<file path="config.mk">
export PLATFORM = sky130hd
export DESIGN_NAME = amplifier_power_sequencer_core
export DESIGN_NICKNAME = d
export VERILOG_FILES = /design/src/rtl/aps_pkg.sv /design/src/rtl/aps_cfg_regs.sv /design/src/rtl/aps_seq.sv /design/src/rtl/amplifier_power_sequencer_core.sv
export VERILOG_INCLUDE_DIRS = /design/src /design/src/rtl
export SDC_FILE = /design/constraint.sdc
export NUM_CORES = 1
export LEC_CHECK = 0
export ABC_AREA = 1
export BUFFER_PORTS_ARGS = -buffer_cell sky130_fd_sc_hd__buf_2
export CORE_ASPECT_RATIO = 0.9
export CORE_MARGIN = 1
export CORE_UTILIZATION = 63
export CTS_BUF_LIST = sky130_fd_sc_hd__clkbuf_8
export DETAILED_ROUTE_END_ITERATION = 10
export GPL_ROUTABILITY_DRIVEN = 0
export HOLD_SLACK_MARGIN = 0.15
export PLACE_DENSITY = 0.83
export SYNTH_ARGS = -nofsm -noshare
export SYNTH_HDL_FRONTEND = slang
export SYNTH_SLANG_ARGS = --single-unit
</file>
<file path="constraint.sdc">
create_clock -name clk -period 4.7 [get_ports clk]
set_clock_uncertainty 0.1 [all_clocks]
set_input_delay 0.94 -clock clk [delete_from_list [all_inputs] [get_ports clk]]
set_output_delay 0.94 -clock clk [all_outputs]
set_load 0.005 [all_outputs]
</file>
<file path="src/rtl/amplifier_power_sequencer_core_assert.svh">
// ----------------------------------------------------------------------------
// amplifier power sequencer assertion macros
// concurrent checks that compile away when ASSERT_OFF is defined
// ----------------------------------------------------------------------------
`ifndef AMPLIFIER_POWER_SEQUENCER_CORE_ASSERT_SVH
`define AMPLIFIER_POWER_SEQUENCER_CORE_ASSERT_SVH

`ifndef ASSERT_OFF
`define APS_ASSERT_SAME(label, clk, rst, ante, cons) \
  label: assert property (@(posedge clk) disable iff (rst) (ante) |-> (cons)) \
    else $error("aps assertion failed");
`define APS_ASSERT_NEXT(label, clk, rst, ante, cons) \
  label: assert property (@(posedge clk) disable iff (rst) (ante) |=> (cons)) \
    else $error("aps assertion failed");
`else
`define APS_ASSERT_SAME(label, clk, rst, ante, cons)
`define APS_ASSERT_NEXT(label, clk, rst, ante, cons)
`endif

`endif

</file>
<file path="src/rtl/aps_pkg.sv">
// ----------------------------------------------------------------------------
// aps_pkg
// shared types, codes and reset values of the amplifier power sequencer
// ----------------------------------------------------------------------------
package aps_pkg;

  localparam int unsigned POLL_W    = 16;
  localparam int unsigned TIME_W    = 17;
  localparam int unsigned RETRY_W   = 2;
  localparam int unsigned STATE_W   = 4;
  localparam int unsigned OPCODE_W  = 2;
  localparam int unsigned CFG_IDX_W = 2;

  // opcodes
  localparam logic [OPCODE_W-1:0] OP_POLL      = 2'd0;
  localparam logic [OPCODE_W-1:0] OP_START     = 2'd1;
  localparam logic [OPCODE_W-1:0] OP_STOP      = 2'd2;
  localparam logic [OPCODE_W-1:0] OP_EMERGENCY = 2'd3;

  // register indexes
  localparam logic [CFG_IDX_W-1:0] REG_POLL_INTERVAL   = 2'd0;
  localparam logic [CFG_IDX_W-1:0] REG_STEP_TIMEOUT    = 2'd1;
  localparam logic [CFG_IDX_W-1:0] REG_STANDBY_TIMEOUT = 2'd2;
  localparam logic [CFG_IDX_W-1:0] REG_MAX_RETRIES     = 2'd3;

  // register reset values
  localparam logic [POLL_W-1:0]  POLL_INTERVAL_RST   = 16'd200;
  localparam logic [TIME_W-1:0]  STEP_TIMEOUT_RST    = 17'd2000;
  localparam logic [TIME_W-1:0]  STANDBY_TIMEOUT_RST = 17'd60000;
  localparam logic [RETRY_W-1:0] MAX_RETRIES_RST     = 2'd3;

  localparam logic [TIME_W-1:0] ELAPSED_MAX = '1;

  // sequencer states
  localparam logic [STATE_W-1:0] ST_IDLE         = 4'd0;
  localparam logic [STATE_W-1:0] ST_SET_REMOTE   = 4'd1;
  localparam logic [STATE_W-1:0] ST_WAIT_REMOTE  = 4'd2;
  localparam logic [STATE_W-1:0] ST_SET_AMP      = 4'd3;
  localparam logic [STATE_W-1:0] ST_WAIT_AMP     = 4'd4;
  localparam logic [STATE_W-1:0] ST_WAIT_STANDBY = 4'd5;
  localparam logic [STATE_W-1:0] ST_SET_HV       = 4'd6;
  localparam logic [STATE_W-1:0] ST_WAIT_HV      = 4'd7;
  localparam logic [STATE_W-1:0] ST_RESET_HV     = 4'd8;
  localparam logic [STATE_W-1:0] ST_WAIT_HV_OFF  = 4'd9;
  localparam logic [STATE_W-1:0] ST_RESET_AMP    = 4'd10;
  localparam logic [STATE_W-1:0] ST_WAIT_AMP_OFF = 4'd11;
  localparam logic [STATE_W-1:0] ST_DONE         = 4'd12;
  localparam logic [STATE_W-1:0] ST_ERROR        = 4'd13;

  typedef struct packed {
    logic [POLL_W-1:0]  poll_interval_ms;
    logic [TIME_W-1:0]  step_timeout_ms;
    logic [TIME_W-1:0]  standby_timeout_ms;
    logic [RETRY_W-1:0] max_retries;
  } aps_cfg_t;

  typedef struct packed {
    logic [OPCODE_W-1:0] opcode;
    logic                remote_mode;
    logic                standby_ready;
    logic                status_hv_on;
    logic                status_amp_on;
  } aps_item_t;

  typedef struct packed {
    logic               pulse_remote;
    logic               pulse_amp;
    logic               pulse_hv;
    logic               finished;
    logic               success;
    logic [STATE_W-1:0] state_code;
    logic [RETRY_W-1:0] retries_used;
  } aps_result_t;

endpackage

</file>
<file path="src/rtl/aps_cfg_regs.sv">
// ----------------------------------------------------------------------------
// aps_cfg_regs
// configuration register file of the amplifier power sequencer
// ----------------------------------------------------------------------------
module aps_cfg_regs
  import aps_pkg::*;
(
  input  logic                 clk,
  input  logic                 rst,
  input  logic                 cfg_valid,
  output logic                 cfg_ready,
  input  logic [CFG_IDX_W-1:0] cfg_index,
  input  logic [TIME_W-1:0]    cfg_data,
  output aps_cfg_t             cfg
);

  assign cfg_ready = 1'b1;

  always_ff @(posedge clk) begin
    if (rst) begin
      cfg.poll_interval_ms   <= POLL_INTERVAL_RST;
      cfg.step_timeout_ms    <= STEP_TIMEOUT_RST;
      cfg.standby_timeout_ms <= STANDBY_TIMEOUT_RST;
      cfg.max_retries        <= MAX_RETRIES_RST;
    end else if (cfg_valid && cfg_ready) begin
      unique case (cfg_index)
        REG_POLL_INTERVAL:   cfg.poll_interval_ms   <= cfg_data[POLL_W-1:0];
        REG_STEP_TIMEOUT:    cfg.step_timeout_ms    <= cfg_data;
        REG_STANDBY_TIMEOUT: cfg.standby_timeout_ms <= cfg_data;
        REG_MAX_RETRIES:     cfg.max_retries        <= cfg_data[RETRY_W-1:0];
        default: ;
      endcase
    end
  end

endmodule

</file>
<file path="src/rtl/aps_seq.sv">
// ----------------------------------------------------------------------------
// aps_seq
// sequencer state, elapsed timer and retry counter with one-step update logic
// ----------------------------------------------------------------------------
module aps_seq
  import aps_pkg::*;
(
  input  logic        clk,
  input  logic        rst,
  input  logic        step,
  input  aps_item_t   item,
  input  aps_cfg_t    cfg,
  output aps_result_t res
);

`include "amplifier_power_sequencer_core_assert.svh"

  logic [STATE_W-1:0] state;
  logic [STATE_W-1:0] state_next;
  logic [TIME_W-1:0]  elapsed;
  logic [TIME_W-1:0]  elapsed_next;
  logic [RETRY_W-1:0] retry;
  logic [RETRY_W-1:0] retry_next;

  logic [TIME_W:0]    sum;
  logic [TIME_W-1:0]  elapsed_inc;
  logic               step_expired;
  logic               standby_expired;
  logic               retry_ok;
  logic [RETRY_W-1:0] retry_inc;

  // saturating elapsed time for a poll tick
  assign sum             = {1'b0, elapsed} + {{(TIME_W+1-POLL_W){1'b0}}, cfg.poll_interval_ms};
  assign elapsed_inc     = sum[TIME_W] ? ELAPSED_MAX : sum[TIME_W-1:0];
  assign step_expired    = elapsed_inc > cfg.step_timeout_ms;
  assign standby_expired = elapsed_inc > cfg.standby_timeout_ms;
  assign retry_ok        = retry < cfg.max_retries;
  assign retry_inc       = retry + 1'b1;

  always_comb begin
    state_next       = state;
    elapsed_next     = elapsed;
    retry_next       = retry;
    res.pulse_remote = 1'b0;
    res.pulse_amp    = 1'b0;
    res.pulse_hv     = 1'b0;
    res.finished     = 1'b0;
    res.success      = 1'b0;

    unique case (item.opcode)
      OP_START: begin
        retry_next   = '0;
        elapsed_next = '0;
        state_next   = ST_SET_REMOTE;
      end
      OP_STOP: begin
        retry_next   = '0;
        elapsed_next = '0;
        state_next   = ST_RESET_HV;
      end
      OP_EMERGENCY: begin
        res.pulse_hv  = item.status_hv_on;
        res.pulse_amp = item.status_amp_on;
        elapsed_next  = '0;
        state_next    = ST_IDLE;
      end
      default: begin
        if (state != ST_IDLE) begin
          elapsed_next = elapsed_inc;
          unique case (state)
            ST_SET_REMOTE: begin
              res.pulse_remote = !item.remote_mode;
              elapsed_next     = '0;
              state_next       = ST_WAIT_REMOTE;
            end
            ST_WAIT_REMOTE: begin
              if (item.remote_mode) begin
                retry_next = '0;
                state_next = ST_SET_AMP;
              end else if (step_expired) begin
                if (retry_ok) begin
                  retry_next = retry_inc;
                  state_next = ST_SET_REMOTE;
                end else begin
                  state_next = ST_ERROR;
                end
              end
            end
            ST_SET_AMP: begin
              res.pulse_amp = !item.status_amp_on;
              elapsed_next  = '0;
              state_next    = ST_WAIT_AMP;
            end
            ST_WAIT_AMP: begin
              if (item.status_amp_on) begin
                retry_next   = '0;
                elapsed_next = '0;
                state_next   = ST_WAIT_STANDBY;
              end else if (step_expired) begin
                if (retry_ok) begin
                  retry_next = retry_inc;
                  state_next = ST_SET_AMP;
                end else begin
                  state_next = ST_ERROR;
                end
              end
            end
            ST_WAIT_STANDBY: begin
              if (item.standby_ready) begin
                retry_next = '0;
                state_next = ST_SET_HV;
              end else if (standby_expired) begin
                state_next = ST_ERROR;
              end
            end
            ST_SET_HV: begin
              res.pulse_hv = !item.status_hv_on;
              elapsed_next = '0;
              state_next   = ST_WAIT_HV;
            end
            ST_WAIT_HV: begin
              if (item.status_hv_on) begin
                retry_next = '0;
                state_next = ST_DONE;
              end else if (step_expired) begin
                if (retry_ok) begin
                  retry_next = retry_inc;
                  state_next = ST_SET_HV;
                end else begin
                  state_next = ST_ERROR;
                end
              end
            end
            ST_RESET_HV: begin
              res.pulse_hv = item.status_hv_on;
              elapsed_next = '0;
              state_next   = ST_WAIT_HV_OFF;
            end
            ST_WAIT_HV_OFF: begin
              if (!item.status_hv_on) begin
                retry_next = '0;
                state_next = ST_RESET_AMP;
              end else if (step_expired) begin
                if (retry_ok) begin
                  retry_next = retry_inc;
                  state_next = ST_RESET_HV;
                end else begin
                  state_next = ST_ERROR;
                end
              end
            end
            ST_RESET_AMP: begin
              res.pulse_amp = item.status_amp_on;
              elapsed_next  = '0;
              state_next    = ST_WAIT_AMP_OFF;
            end
            ST_WAIT_AMP_OFF: begin
              if (!item.status_amp_on) begin
                retry_next = '0;
                state_next = ST_DONE;
              end else if (step_expired) begin
                if (retry_ok) begin
                  retry_next = retry_inc;
                  state_next = ST_RESET_AMP;
                end else begin
                  state_next = ST_ERROR;
                end
              end
            end
            ST_DONE: begin
              res.finished = 1'b1;
              res.success  = 1'b1;
              state_next   = ST_IDLE;
            end
            default: begin
              // error, and any unused code, reports a failed finish
              res.finished = 1'b1;
              state_next   = ST_IDLE;
            end
          endcase
        end
      end
    endcase

    res.state_code   = state_next;
    res.retries_used = retry_next;
  end

  always_ff @(posedge clk) begin
    if (rst) begin
      state   <= ST_IDLE;
      elapsed <= '0;
      retry   <= '0;
    end else if (step) begin
      state   <= state_next;
      elapsed <= elapsed_next;
      retry   <= retry_next;
    end
  end

  `APS_ASSERT_SAME(a_state_legal, clk, rst, 1'b1, state <= ST_ERROR)
  `APS_ASSERT_NEXT(a_idle_poll_holds_time, clk, rst,
                   step && state == ST_IDLE && item.opcode == OP_POLL, $stable(elapsed))
  `APS_ASSERT_SAME(a_remote_pulse_state, clk, rst,
                   step && res.pulse_remote, state == ST_SET_REMOTE)

endmodule

</file>
<file path="src/rtl/amplifier_power_sequencer_core.sv">
// ----------------------------------------------------------------------------
// amplifier_power_sequencer_core
// power-up / power-down sequencer for an amplifier, one result per command
// ----------------------------------------------------------------------------
// each item passes the input register, then the result register
// 1 item per cycle is taken unless out_stall holds a full result register
// a stalled full result register holds back the input register and sequencer
// reset: synchronous; sequencer idle, elapsed time and retries zero,
// configuration registers back to their defaults, both stages empty
module amplifier_power_sequencer_core
  import aps_pkg::*;
(
  input  logic                 clk,
  input  logic                 rst,
  input  logic                 cfg_valid,
  output logic                 cfg_ready,
  input  logic [CFG_IDX_W-1:0] cfg_index,
  input  logic [TIME_W-1:0]    cfg_data,
  input  logic                 in_valid,
  output logic                 in_stall,
  input  logic [OPCODE_W-1:0]  opcode,
  input  logic                 remote_mode,
  input  logic                 standby_ready,
  input  logic                 status_hv_on,
  input  logic                 status_amp_on,
  output logic                 out_valid,
  input  logic                 out_stall,
  output logic                 pulse_remote,
  output logic                 pulse_amp,
  output logic                 pulse_hv,
  output logic                 finished,
  output logic                 success,
  output logic [STATE_W-1:0]   state_code,
  output logic [RETRY_W-1:0]   retries_used
);

`include "amplifier_power_sequencer_core_assert.svh"

  aps_cfg_t    cfg;
  aps_item_t   item;
  aps_result_t res;
  logic        in_full;
  logic        step;

  aps_cfg_regs u_cfg (
    .clk       (clk),
    .rst       (rst),
    .cfg_valid (cfg_valid),
    .cfg_ready (cfg_ready),
    .cfg_index (cfg_index),
    .cfg_data  (cfg_data),
    .cfg       (cfg)
  );

  // the held item moves on when the result register is free or being emptied
  assign step     = in_full && (!out_valid || !out_stall);
  assign in_stall = in_full && !step;

  always_ff @(posedge clk) begin
    if (rst) begin
      in_full <= 1'b0;
    end else if (!in_stall) begin
      in_full <= in_valid;
    end
  end

  always_ff @(posedge clk) begin
    if (in_valid && !in_stall) begin
      item.opcode         <= opcode;
      item.remote_mode    <= remote_mode;
      item.standby_ready  <= standby_ready;
      item.status_hv_on   <= status_hv_on;
      item.status_amp_on  <= status_amp_on;
    end
  end

  aps_seq u_seq (
    .clk  (clk),
    .rst  (rst),
    .step (step),
    .item (item),
    .cfg  (cfg),
    .res  (res)
  );

  always_ff @(posedge clk) begin
    if (rst) begin
      out_valid <= 1'b0;
    end else if (!out_valid || !out_stall) begin
      out_valid <= step;
    end
  end

  always_ff @(posedge clk) begin
    if (step) begin
      pulse_remote <= res.pulse_remote;
      pulse_amp    <= res.pulse_amp;
      pulse_hv     <= res.pulse_hv;
      finished     <= res.finished;
      success      <= res.success;
      state_code   <= res.state_code;
      retries_used <= res.retries_used;
    end
  end

  `APS_ASSERT_SAME(a_success_needs_finish, clk, rst, out_valid && success, finished)
  `APS_ASSERT_SAME(a_finish_goes_idle, clk, rst, out_valid && finished, state_code == ST_IDLE)
  `APS_ASSERT_SAME(a_no_stall_when_out_free, clk, rst, in_full && !out_valid, !in_stall)

endmodule

</file>
==> run metrics, run 1 <==
Inserted Diodes=0; Routed wire per std cell=15.61 um; first-pass GRT wire length=25420 um; Starting Density=66.68%; Final ANT Viol Nets=0; std cell rows=32; Cell Pwr Density=270.3 nW/um^2; DRC viols=0; area of the mapped netlist=5847 um^2; slowest CP cell=fa_1; Clock Tree Buf Depth=2; Synth warnings=0; Synth top area share=26.36%; detailed-route via count=5681; vias in the first global route=5317; Setup violations, final=0; Crit Path Class=reg2reg; CTS Buf Count=9; Die Height=93.39 um; CTS clk-pin slew, worst paths=0.09 ns; Synth top cells by count=188 x nand2_1, 117 x inv_1, 77 x dfxtp_1; largest net degree at the start of global routing=54; initial antenna violation count=0; final hold slack=0.3724 ns; CP Capture Type=flop; core area=8768 um^2; total wire length=15290 um; number of port buffers=42; RSZ-0062 raised after global routing=no; Post-Syn Nets=907; CP Data Arrival Time=4.46 ns; fin crit share=91.41%; Tmin final=4.296 ns; FMAX=232.8 MHz; area delta synth->final=8.560%; EDFF count, synth=17; area leader, netlist=dfxtp_1; fin. max-slew vios=0; DR pass1 iterations=5; VDD IR max=0.1724 mV; Slew HR=26.12%; Leak=3.192 nW; ys async rst share=0%; Die ar.=9670 um^2; Hold Vio Cnt, Final=0; GR Util All Layers=33.21%; Seq/Total Area, Yosys=35.10%; Post-DP HPWL=11630 um; max incr delay on CP=0.42 ns; routed vias/inst=5.803; most common cell in the netlist=nand2_1; DR top layer=met4; Iter 0 DRT Violations=415; Mapped Cells=816; Post-Route M1 WL=6747 um; die width=103.5 um; crit-path max FO=5; metal2 WL=6509 um; Yosys cell types=40; CP delay by family, top=simple AND/OR/NAND/NOR gates; register bit total from synthesis=94; setup TNS=0 ns; Max H-tree Level=3; Main synth FF type=dfxtp_1; syn_area_per_cell=7.165 um^2; Slew @ Worst Pin=1.108 ns; max-cap violations=0; met3 routed WL=1699 um; CTS root buf=clkbuf_8; final total power=1.716 mW; Critical Path RT=4.86 ns; clk sinks=94; CTS tree=done; Startpoint Class=flop; layout cells sized above 1=10.58%; Synth area leaders=dfxtp_1 26%, ha_1 13%, nand2_1 12%, edfxtp_1 8.7%, inv_1 7.5%; Congestion Overflow GR=0; Hold Path Class=reg2reg; CP bufs+invs=2; clk_lat worst skew=0.38 ns; I/O pin count=44; status=finished clean; CTS Hold Bufs=0; most frequent CP cell=nand3_1; Nets=946
cells in the final DEF, fill, tap and decap left out, types with 10 or more instances in the layout:
cell type / count
a21oi_1: 68
buf_2: 42
clkbuf_8: 10
dfxtp_1: 77
edfxtp_1: 17
ha_1: 60
inv_1: 118
nand2_1: 188
nand3_1: 46
nor2_1: 73
o211ai_1: 17
o21ai_0: 59
final timing paths:
kind,slack [ns],depth (start not counted),endpoint,start
setup / recovery,0.40,26,u_seq.retry[1],u_cfg.cfg[36]
hold / removal,0.37,2,u_seq.elapsed[9],u_seq.elapsed[9]
setup reg to reg,0.40,26,u_seq.retry[1],u_cfg.cfg[36]
hold reg to reg,0.37,2,u_seq.elapsed[9],u_seq.elapsed[9]
metrics by stage:
stage / worst slack, ns / cells / instance area [um^2] / utilization [%]
final: 0.4038 / 979 / 6347 / 72.39
after global routing: 0.09840 / 979 / 6347 / 72.39
after CTS: 0.3133 / 977 / 6320 / 72.07
after detailed placement: 0.3562 / 961 / 6137 / 69.99
after global placement: 0.6676 / 961 / 6137 / 69.99
after floorplan: 1.225 / 816 / 5847 / -
state kept, by name, summed over array words and instances, names as in the netlist, 2 cells and up:
name,flops
state_code,4
u_seq.elapsed,17
retries_used,2
item,6
u_seq.state,4
u_cfg.cfg,52
u_seq.retry,2
layout make-up:
| class | count | area, um^2 |
|---|---|---|
| Multi-Input combinational cell | 581 | 3242 |
| Fill cell | 718 | 2421 |
| Sequential cell | 94 | 2052 |
| Inverter | 121 | 454.2 |
| Timing Repair Buffer | 48 | 267.8 |
| Tap cell | 119 | 148.9 |
| Clock buffer | 10 | 137.6 |
| Clock inverter | 6 | 45.04 |
report_power, final:
part | switching [mW] | total (mW) | internal (mW)
logic | 0.214 | 0.315 | 0.102
registers | 0.0210 | 0.879 | 0.858
clock network | 0.310 | 0.522 | 0.212
total | 0.545 | 1.72 | 1.17
worst reg2reg max path, cell delays in order, from the launching register on:
cell and delay (ns):
dfxtp_1 0.33, ha_1 0.23, fa_1 0.42, nand3_1 0.10, nand3_1 0.13, nand3_1 0.12
nand3_1 0.19, nand2_1 0.14, o211ai_1 0.11, or2_2 0.30, nand3_1 0.17, ha_1 0.17
nand2_1 0.08, nor2_1 0.25, nand3_1 0.14, nor2_1 0.14, nor2_1 0.06, nand2_1 0.10
nand2_2 0.10, inv_1 0.12, nand2_1 0.08, o21ai_1 0.17, nand3_1 0.10, nand2_1 0.07
nand2_1 0.06, o21ai_0 0.16, inv_1 0.06
routing by layer:
layer | up-vias | GRT usage (%)
li1 | 2761 | -
met1 | 2556 | 46.39
met2 | 323 | 51.45
met3 | 41 | 6.132
met4 | 0 | 11.84
met5 | - | 0
timing repair:
| item | in CTS | in global routing |
|---|---|---|
| resized for setup | 0 | 0 |
| buffers inserted | 0 | 2 |
| setup endpoints to repair | 0 | 7 |
kinds of logic (layout without fill, tap and decap cells):
logic type      Yosys count  in the layout  share of synthesized area, %
compound gates          168            168                         16.78
other cells               1              1                       0.06414
xor+xnor                  4              4                        0.5991
flops                    94             94                         35.10
buf+inv                 141            185                         9.458
fa+ha+maj                61             61                         13.18
simple gates            347            347                         24.82
Power figures use the tool's default switching activity.
==> run 2, diff against run 1 <==
- CTS_BUF_LIST: sky130_fd_sc_hd__clkbuf_8 -> sky130_fd_sc_hd__clkbuf_4
==> run 2 against run 1 <==
Fmax down 0.21%. Cell count unchanged. Routed wire length rose by 0.14%. Critical path depth did not move. Combinational power about the same. First-iteration DRC count is 6.7% higher. Non-clock buffer count unchanged. Largest cell class unchanged.
==> run metrics, run 2 (synthesis results as in run 1) <==
status=finished clean; Post-DP HPWL=11630 um; Filler cells=733; fin. max-slew vios=0; vias in the first global route=5313; max incr delay on CP=0.42 ns; Setup violations, final=0; hold path start=u_seq.elapsed[10]; max-cap violations=0; Die Height=93.39 um; Slew @ Worst Pin=1.140 ns; reg-to-reg slack, setup=0.39 ns; clk_lat worst skew=0.47 ns; GR Util All Layers=33.01%; worst reg-to-reg path cell count=26; DRC viols=0; Starting Density=66.68%; Final ANT Viol Nets=0; Startpoint Class=flop; CTS tree=done; detailed-route via count=5644; std cell rows=32; max reg flops=52; CTS Hold Bufs=0; Iter 0 DRT Violations=443; core area=8768 um^2; Critical Path RT=4.96 ns; CTS clk-pin slew, worst paths=0.14 ns; Routed wire per std cell=15.64 um; area delta synth->final=7.490%; DR pass1 iterations=6; commonest non-fill, non-tap cell in the layout=nand2_1; RSZ-0062 raised after global routing=no; Leak=3.163 nW; CP Data Arrival Time=4.56 ns; Worst Hold End=u_seq.elapsed[10]; Crit Path Class=reg2reg; die width=103.5 um; crit-path max FO=5; VDD IR max=0.1689 mV; number of port buffers=42; Cell Pwr Density=255.7 nW/um^2; clk sinks=94; total wire length=15310 um; I/O pin count=44; slowest CP cell=fa_1; CTS root buf=clkbuf_4; Clock Tree Buf Depth=2; Hold Vio Cnt, Final=0; Hold Path Class=reg2reg; fin crit share=91.60%; reg2reg start=u_cfg.cfg[36]; CTS Buf Count=9; Tmin final=4.305 ns; R2R Path End=u_seq.retry[1]; CP Capture Type=flop; largest net degree at the start of global routing=54; Slew HR=24.03%; hold path depth=2; Most flops, register=u_cfg.cfg; initial antenna violation count=0; first-pass GRT wire length=25220 um; Max H-tree Level=3; final total power=1.607 mW; Largest regs=u_cfg.cfg x52, u_seq.elapsed x17, item x6; Congestion Overflow GR=0; Die ar.=9670 um^2; Inserted Diodes=0; routed vias/inst=5.765; layout cells sized above 1=10.58%; setup TNS=0 ns; most frequent cells in the layout=188 x nand2_1, 117 x inv_1, 77 x dfxtp_1; Nets=946; most frequent CP cell=nand3_1; FMAX=232.3 MHz
## run 2: cell types whose count changed in the layout (fill, tap and decap cells not counted), sizes merged
| cell | change |
|---|---|
| inv | -1 |
| clkinv | +1 |
## run 2: worst max-delay path: cells and delay by family (launching register included)
family	cells	cell delay [ns]
DFF	1	0.34
adders and majority gates	3	0.82
and+or+nand+nor	18	2.31
buffers and inverters	2	0.18
AOI/OAI and AO/OA	3	0.45
## run 2: final cells by class
cell class              instances  area (um^2)  area share [%]
well taps                     119        148.9           2.369
clock inverters                 6        45.04          0.7167
inverters                     121        454.2           7.227
multi-input cells             581         3242           51.58
repair buffers                 48        267.8           4.260
clock buffers                  10        75.07           1.195
flip-flops and latches         94         2052           32.65
## run 2: worst max-delay path by stage
stage / startpoint / end / slack, ns / cells past startpoint
2_1_floorplan: u_cfg.cfg[36] / u_seq.retry[1] / 1.23 / 27
3_3_place_gp: u_cfg.cfg[38] / state_code[2] / 0.67 / 26
3_5_place_dp: u_cfg.cfg[38] / u_seq.retry[1] / 0.36 / 27
4_1_cts: u_cfg.cfg[38] / u_seq.retry[1] / 0.30 / 27
5_1_grt: u_cfg.cfg[38] / u_seq.retry[1] / 0.1 / 28
6_report: u_cfg.cfg[36] / u_seq.retry[1] / 0.39 / 26
## run 2: report_power, final
group / total (mW) / internal, mW / leakage (nW) / switching, mW
clock: 0.413 / 0.120 / 0.0667 / 0.293
sequential: 0.880 / 0.859 / 0.790 / 0.0211
combinational: 0.315 / 0.102 / 2.31 / 0.213
## run 2: layer usage
metal	vias up	part of all wire [%]	wire, um	global-route usage, %
met5	-	0	0	0
met4	0	2.3	350	12.56
met3	38	9.1	1400	5.923
met2	273	42	6498	50.62
met1	2578	46	7058	46.35
li1	2755	-	-	-
## run 2: what timing repair did
action | 4_1_cts | 5_1_grt
endpoints found under the setup margin | 0 | 7
setup buffers | 0 | 2
resized for setup | 0 | 0
## run 2: stage by stage
step | hold WS, ns | instance area, um^2 | std cells | utilization (%) | setup WS (ns)
final | 0.3781 | 6285 | 979 | 71.68 | 0.3949
after detailed placement | 0.3620 | 6137 | 961 | 69.99 | 0.3562
after global routing | 0.3927 | 6285 | 979 | 71.68 | 0.09815
after CTS | 0.3819 | 6257 | 977 | 71.36 | 0.3024
after floorplan | 0.3353 | 5847 | 816 | - | 1.225
after global placement | 0.3503 | 6137 | 961 | 69.99 | 0.6676
==> run 3, diff against run 2 <==
- ABC_AREA: 1 -> default
==> run 3 against run 2 <==
Sequential share of layout area down 0.95 points. Utilization down 0.74 points. Critical path depth down 8. Cell count down 8.8%. Design area up 3.0%. Worst hold slack worse by 0.014 ns. Synthesized cell count down 9.7%. Combinational power down 30%. Fmax down 6.6%. Via count about the same. Highest routed layer unchanged.
==> run metrics, run 3 <==
EDFF count, synth=17; reg-to-reg slack, setup=0.09 ns; Nets=857; routed vias/inst=6.316; Synth warnings=0; Most flops, register=u_cfg.cfg; area post-placement=6238 um^2; clock share of power=30.2%; R2R Path End=state_code[2]; detailed-route via count=5640; multiplexer area fraction after synthesis=0.5045%; Worst Hold End=u_seq.elapsed[11]; Cell Count, Final, Fillers Out=893; CTS Buf Count=9; worst reg-to-reg path cell count=18; hold path depth=2; Starting Density=65.23%; Comb power frac=14.1%; max reg flops=52; dpl cells=874; Synth Area in Simple Gates=19.28%; Congestion Overflow GR=0; clk sinks=94; Reg power frac=55.7%; Tmin final=4.609 ns; Synth area leaders=dfxtp_1 26%, ha_1 13%, nand2_1 9.0%, edfxtp_1 8.6%, a21oi_1 7.0%; Routed wire per std cell=17.65 um; Critical Path RT=4.82 ns; cell internal pwr=1.099 mW; first-pass GRT wire length=24830 um; Synth top area share=25.90%; I/O pin count=44; Seq/Total Area, Yosys=34.48%; vias in the first global route=5059; largest net degree at the start of global routing=44; fin crit share=98.07%; Setup violations, final=0; fin. max-slew vios=0; Inserted Diodes=0; CTS clk-pin slew, worst paths=0.16 ns; setup TNS=0 ns; FMAX=216.9 MHz; Die ar.=9841 um^2; status=finished clean; initial antenna violation count=0; Iter 0 DRT Violations=508; Slew HR=25.06%; GR Util All Layers=32.01%; hold path start=u_seq.elapsed[11]; Hold Path Class=reg2reg; Die Height=94.21 um; VDD IR max=0.2004 mV; ys async rst share=0%; Largest regs=u_cfg.cfg x52, u_seq.elapsed x17, item x6; CTS tree=done; pre-CTS setup slack=0.01441 ns; Mapped Cells=737; Post-DP HPWL=11610 um; area leader, netlist=dfxtp_1; Synth Area in Compound Gates=24.41%; most frequent cells in the layout=143 x nand2_1, 80 x a21oi_1, 77 x dfxtp_1; CP Capture Type=flop; std cell rows=33; CP Data Arrival Time=4.73 ns; Slew @ Worst Pin=1.120 ns; Startpoint Class=flop; Leak=2.816 nW; Synth top cells by count=143 x nand2_1, 83 x a21oi_1, 77 x dfxtp_1; Crit Path Class=reg2reg; max-cap violations=0; Cell Pwr Density=241.2 nW/um^2; Main synth FF type=dfxtp_1; commonest non-fill, non-tap cell in the layout=nand2_1; layout cells sized above 1=14.14%; Hold Vio Cnt, Final=0; CTS root buf=clkbuf_4; Yosys cell types=81; most common cell in the netlist=nand2_1; reg2reg start=u_cfg.cfg[36]; Final ANT Viol Nets=0; NetSw=461.9 uW; syn_area_per_cell=8.076 um^2; xor and xnor fraction of the mapped netlist area=1.913%; die width=104.5 um; DR pass1 iterations=5; Clock Tree Buf Depth=2; number of port buffers=42; sw frac=29.59%; area of the mapped netlist=5952 um^2; register bit total from synthesis=94; DRC viols=0; design area=6472 um^2; clk_lat worst skew=0.46 ns; crit-path max FO=6; fin worst setup slack=0.09058 ns; total wire length=15760 um; synthesized-area fraction occupied by adder cells=12.95%; core area=9125 um^2; largest family of logic cells by synthesized area=compound AO/OA/AOI/OAI gates; final hold slack=0.3646 ns; Max H-tree Level=3; area delta synth->final=8.745%; Post-Syn Nets=828
run 3: cell types whose count changed in the layout (fill, tap and decap cells not counted), sizes merged, moves of 8 or more:
| cell | previous run | this run |
|---|---|---|
| inv | 123 | 65 |
| nand2 | 196 | 143 |
| nand3 | 46 | 6 |
| nor2 | 77 | 37 |
| a21oi | 73 | 89 |
| o21ai | 61 | 45 |
| nand3b | 2 | 14 |
| o211ai | 17 | 5 |
| xnor2 | 0 | 11 |
| nand2b | 0 | 9 |
| a211o | 0 | 8 |
| a211oi | 0 | 8 |
run 3: cell families (layout without fill, tap and decap cells):
family | Yosys count | count (layout)
and+or+nand+nor | 252 | 252
AOI/OAI and AO/OA | 215 | 215
DFF | 94 | 94
xor gates and xnor gates | 13 | 13
buffers and inverters | 98 | 132
muxes | 3 | 3
adders and majority gates | 61 | 61
other | 1 | 1
run 3: final cells by class:
class	instances	area (um^2)
Multi-Input combinational cell	545	3588
Fill cell	727	2653
Sequential cell	94	2052
Timing Repair Buffer	54	300.3
Inverter	62	232.7
Tap cell	122	152.6
Clock inverter	7	78.83
Clock buffer	9	67.56
run 3: routing by layer:
layer / up-vias / global-route usage (%) / wire [um]
li1: 2648 / - / -
met1: 2661 / 45.08 / 6998
met2: 304 / 49.56 / 7031
met3: 27 / 7.559 / 1557
met4: 0 / 7.143 / 174
met5: - / 0 / 0
run 3: timing repair:
| action | 4_1_cts | 5_1_grt |
|---|---|---|
| gates cloned | 0 | 0 |
| gates resized for setup | 1 | 16 |
| pin swaps | 1 | 7 |
| setup buffers | 1 | 2 |
| hold buffers | 0 | 0 |
| endpoints found under the setup margin | 2 | 12 |
run 3: metrics by stage:
stage	total power [mW]	util (%)
after floorplan	1.023	-
after global placement	1.083	68.37
after detailed placement	1.094	68.37
after CTS	1.559	70.11
after global routing	1.621	70.93
final	1.561	70.93
run 3: worst max path at each step:
| stage | from | to | cells past startpoint |
|---|---|---|---|
| after global routing | u_cfg.cfg[41] | u_seq.state[0] | 18 |
| final | u_cfg.cfg[36] | state_code[2] | 18 |
| after CTS | u_cfg.cfg[36] | state_code[2] | 17 |
| after detailed placement | u_cfg.cfg[36] | state_code[1] | 18 |
| after global placement | u_cfg.cfg[36] | state_code[2] | 17 |
| after floorplan | u_cfg.cfg[36] | state_code[2] | 17 |
run 3: critical path, stage by stage, from the launching register on:
cell,delay (ns)
dfxtp_1,0.35
ha_1,0.23
fa_2,0.37
a21o_1,0.20
a21oi_2,0.17
buf_4,0.14
o21bai_1,0.08
a2111o_1,0.42
a21oi_2,0.20
a2bb2oi_2,0.18
inv_1,0.08
ha_1,0.28
nand4_1,0.14
a211oi_1,0.09
o41a_4,0.52
o21a_4,0.24
o311ai_2,0.25
o2111a_1,0.25
o2bb2ai_1,0.08
run 3: power groups by stage:
stage,clock network [mW],registers (mW),logic (mW)
global route,0.507,0.872,0.242
finish,0.472,0.870,0.219
CTS,0.480,0.869,0.210
global placement,0,0.884,0.198
floorplan,0,0.876,0.147
detailed placement,0,0.886,0.208
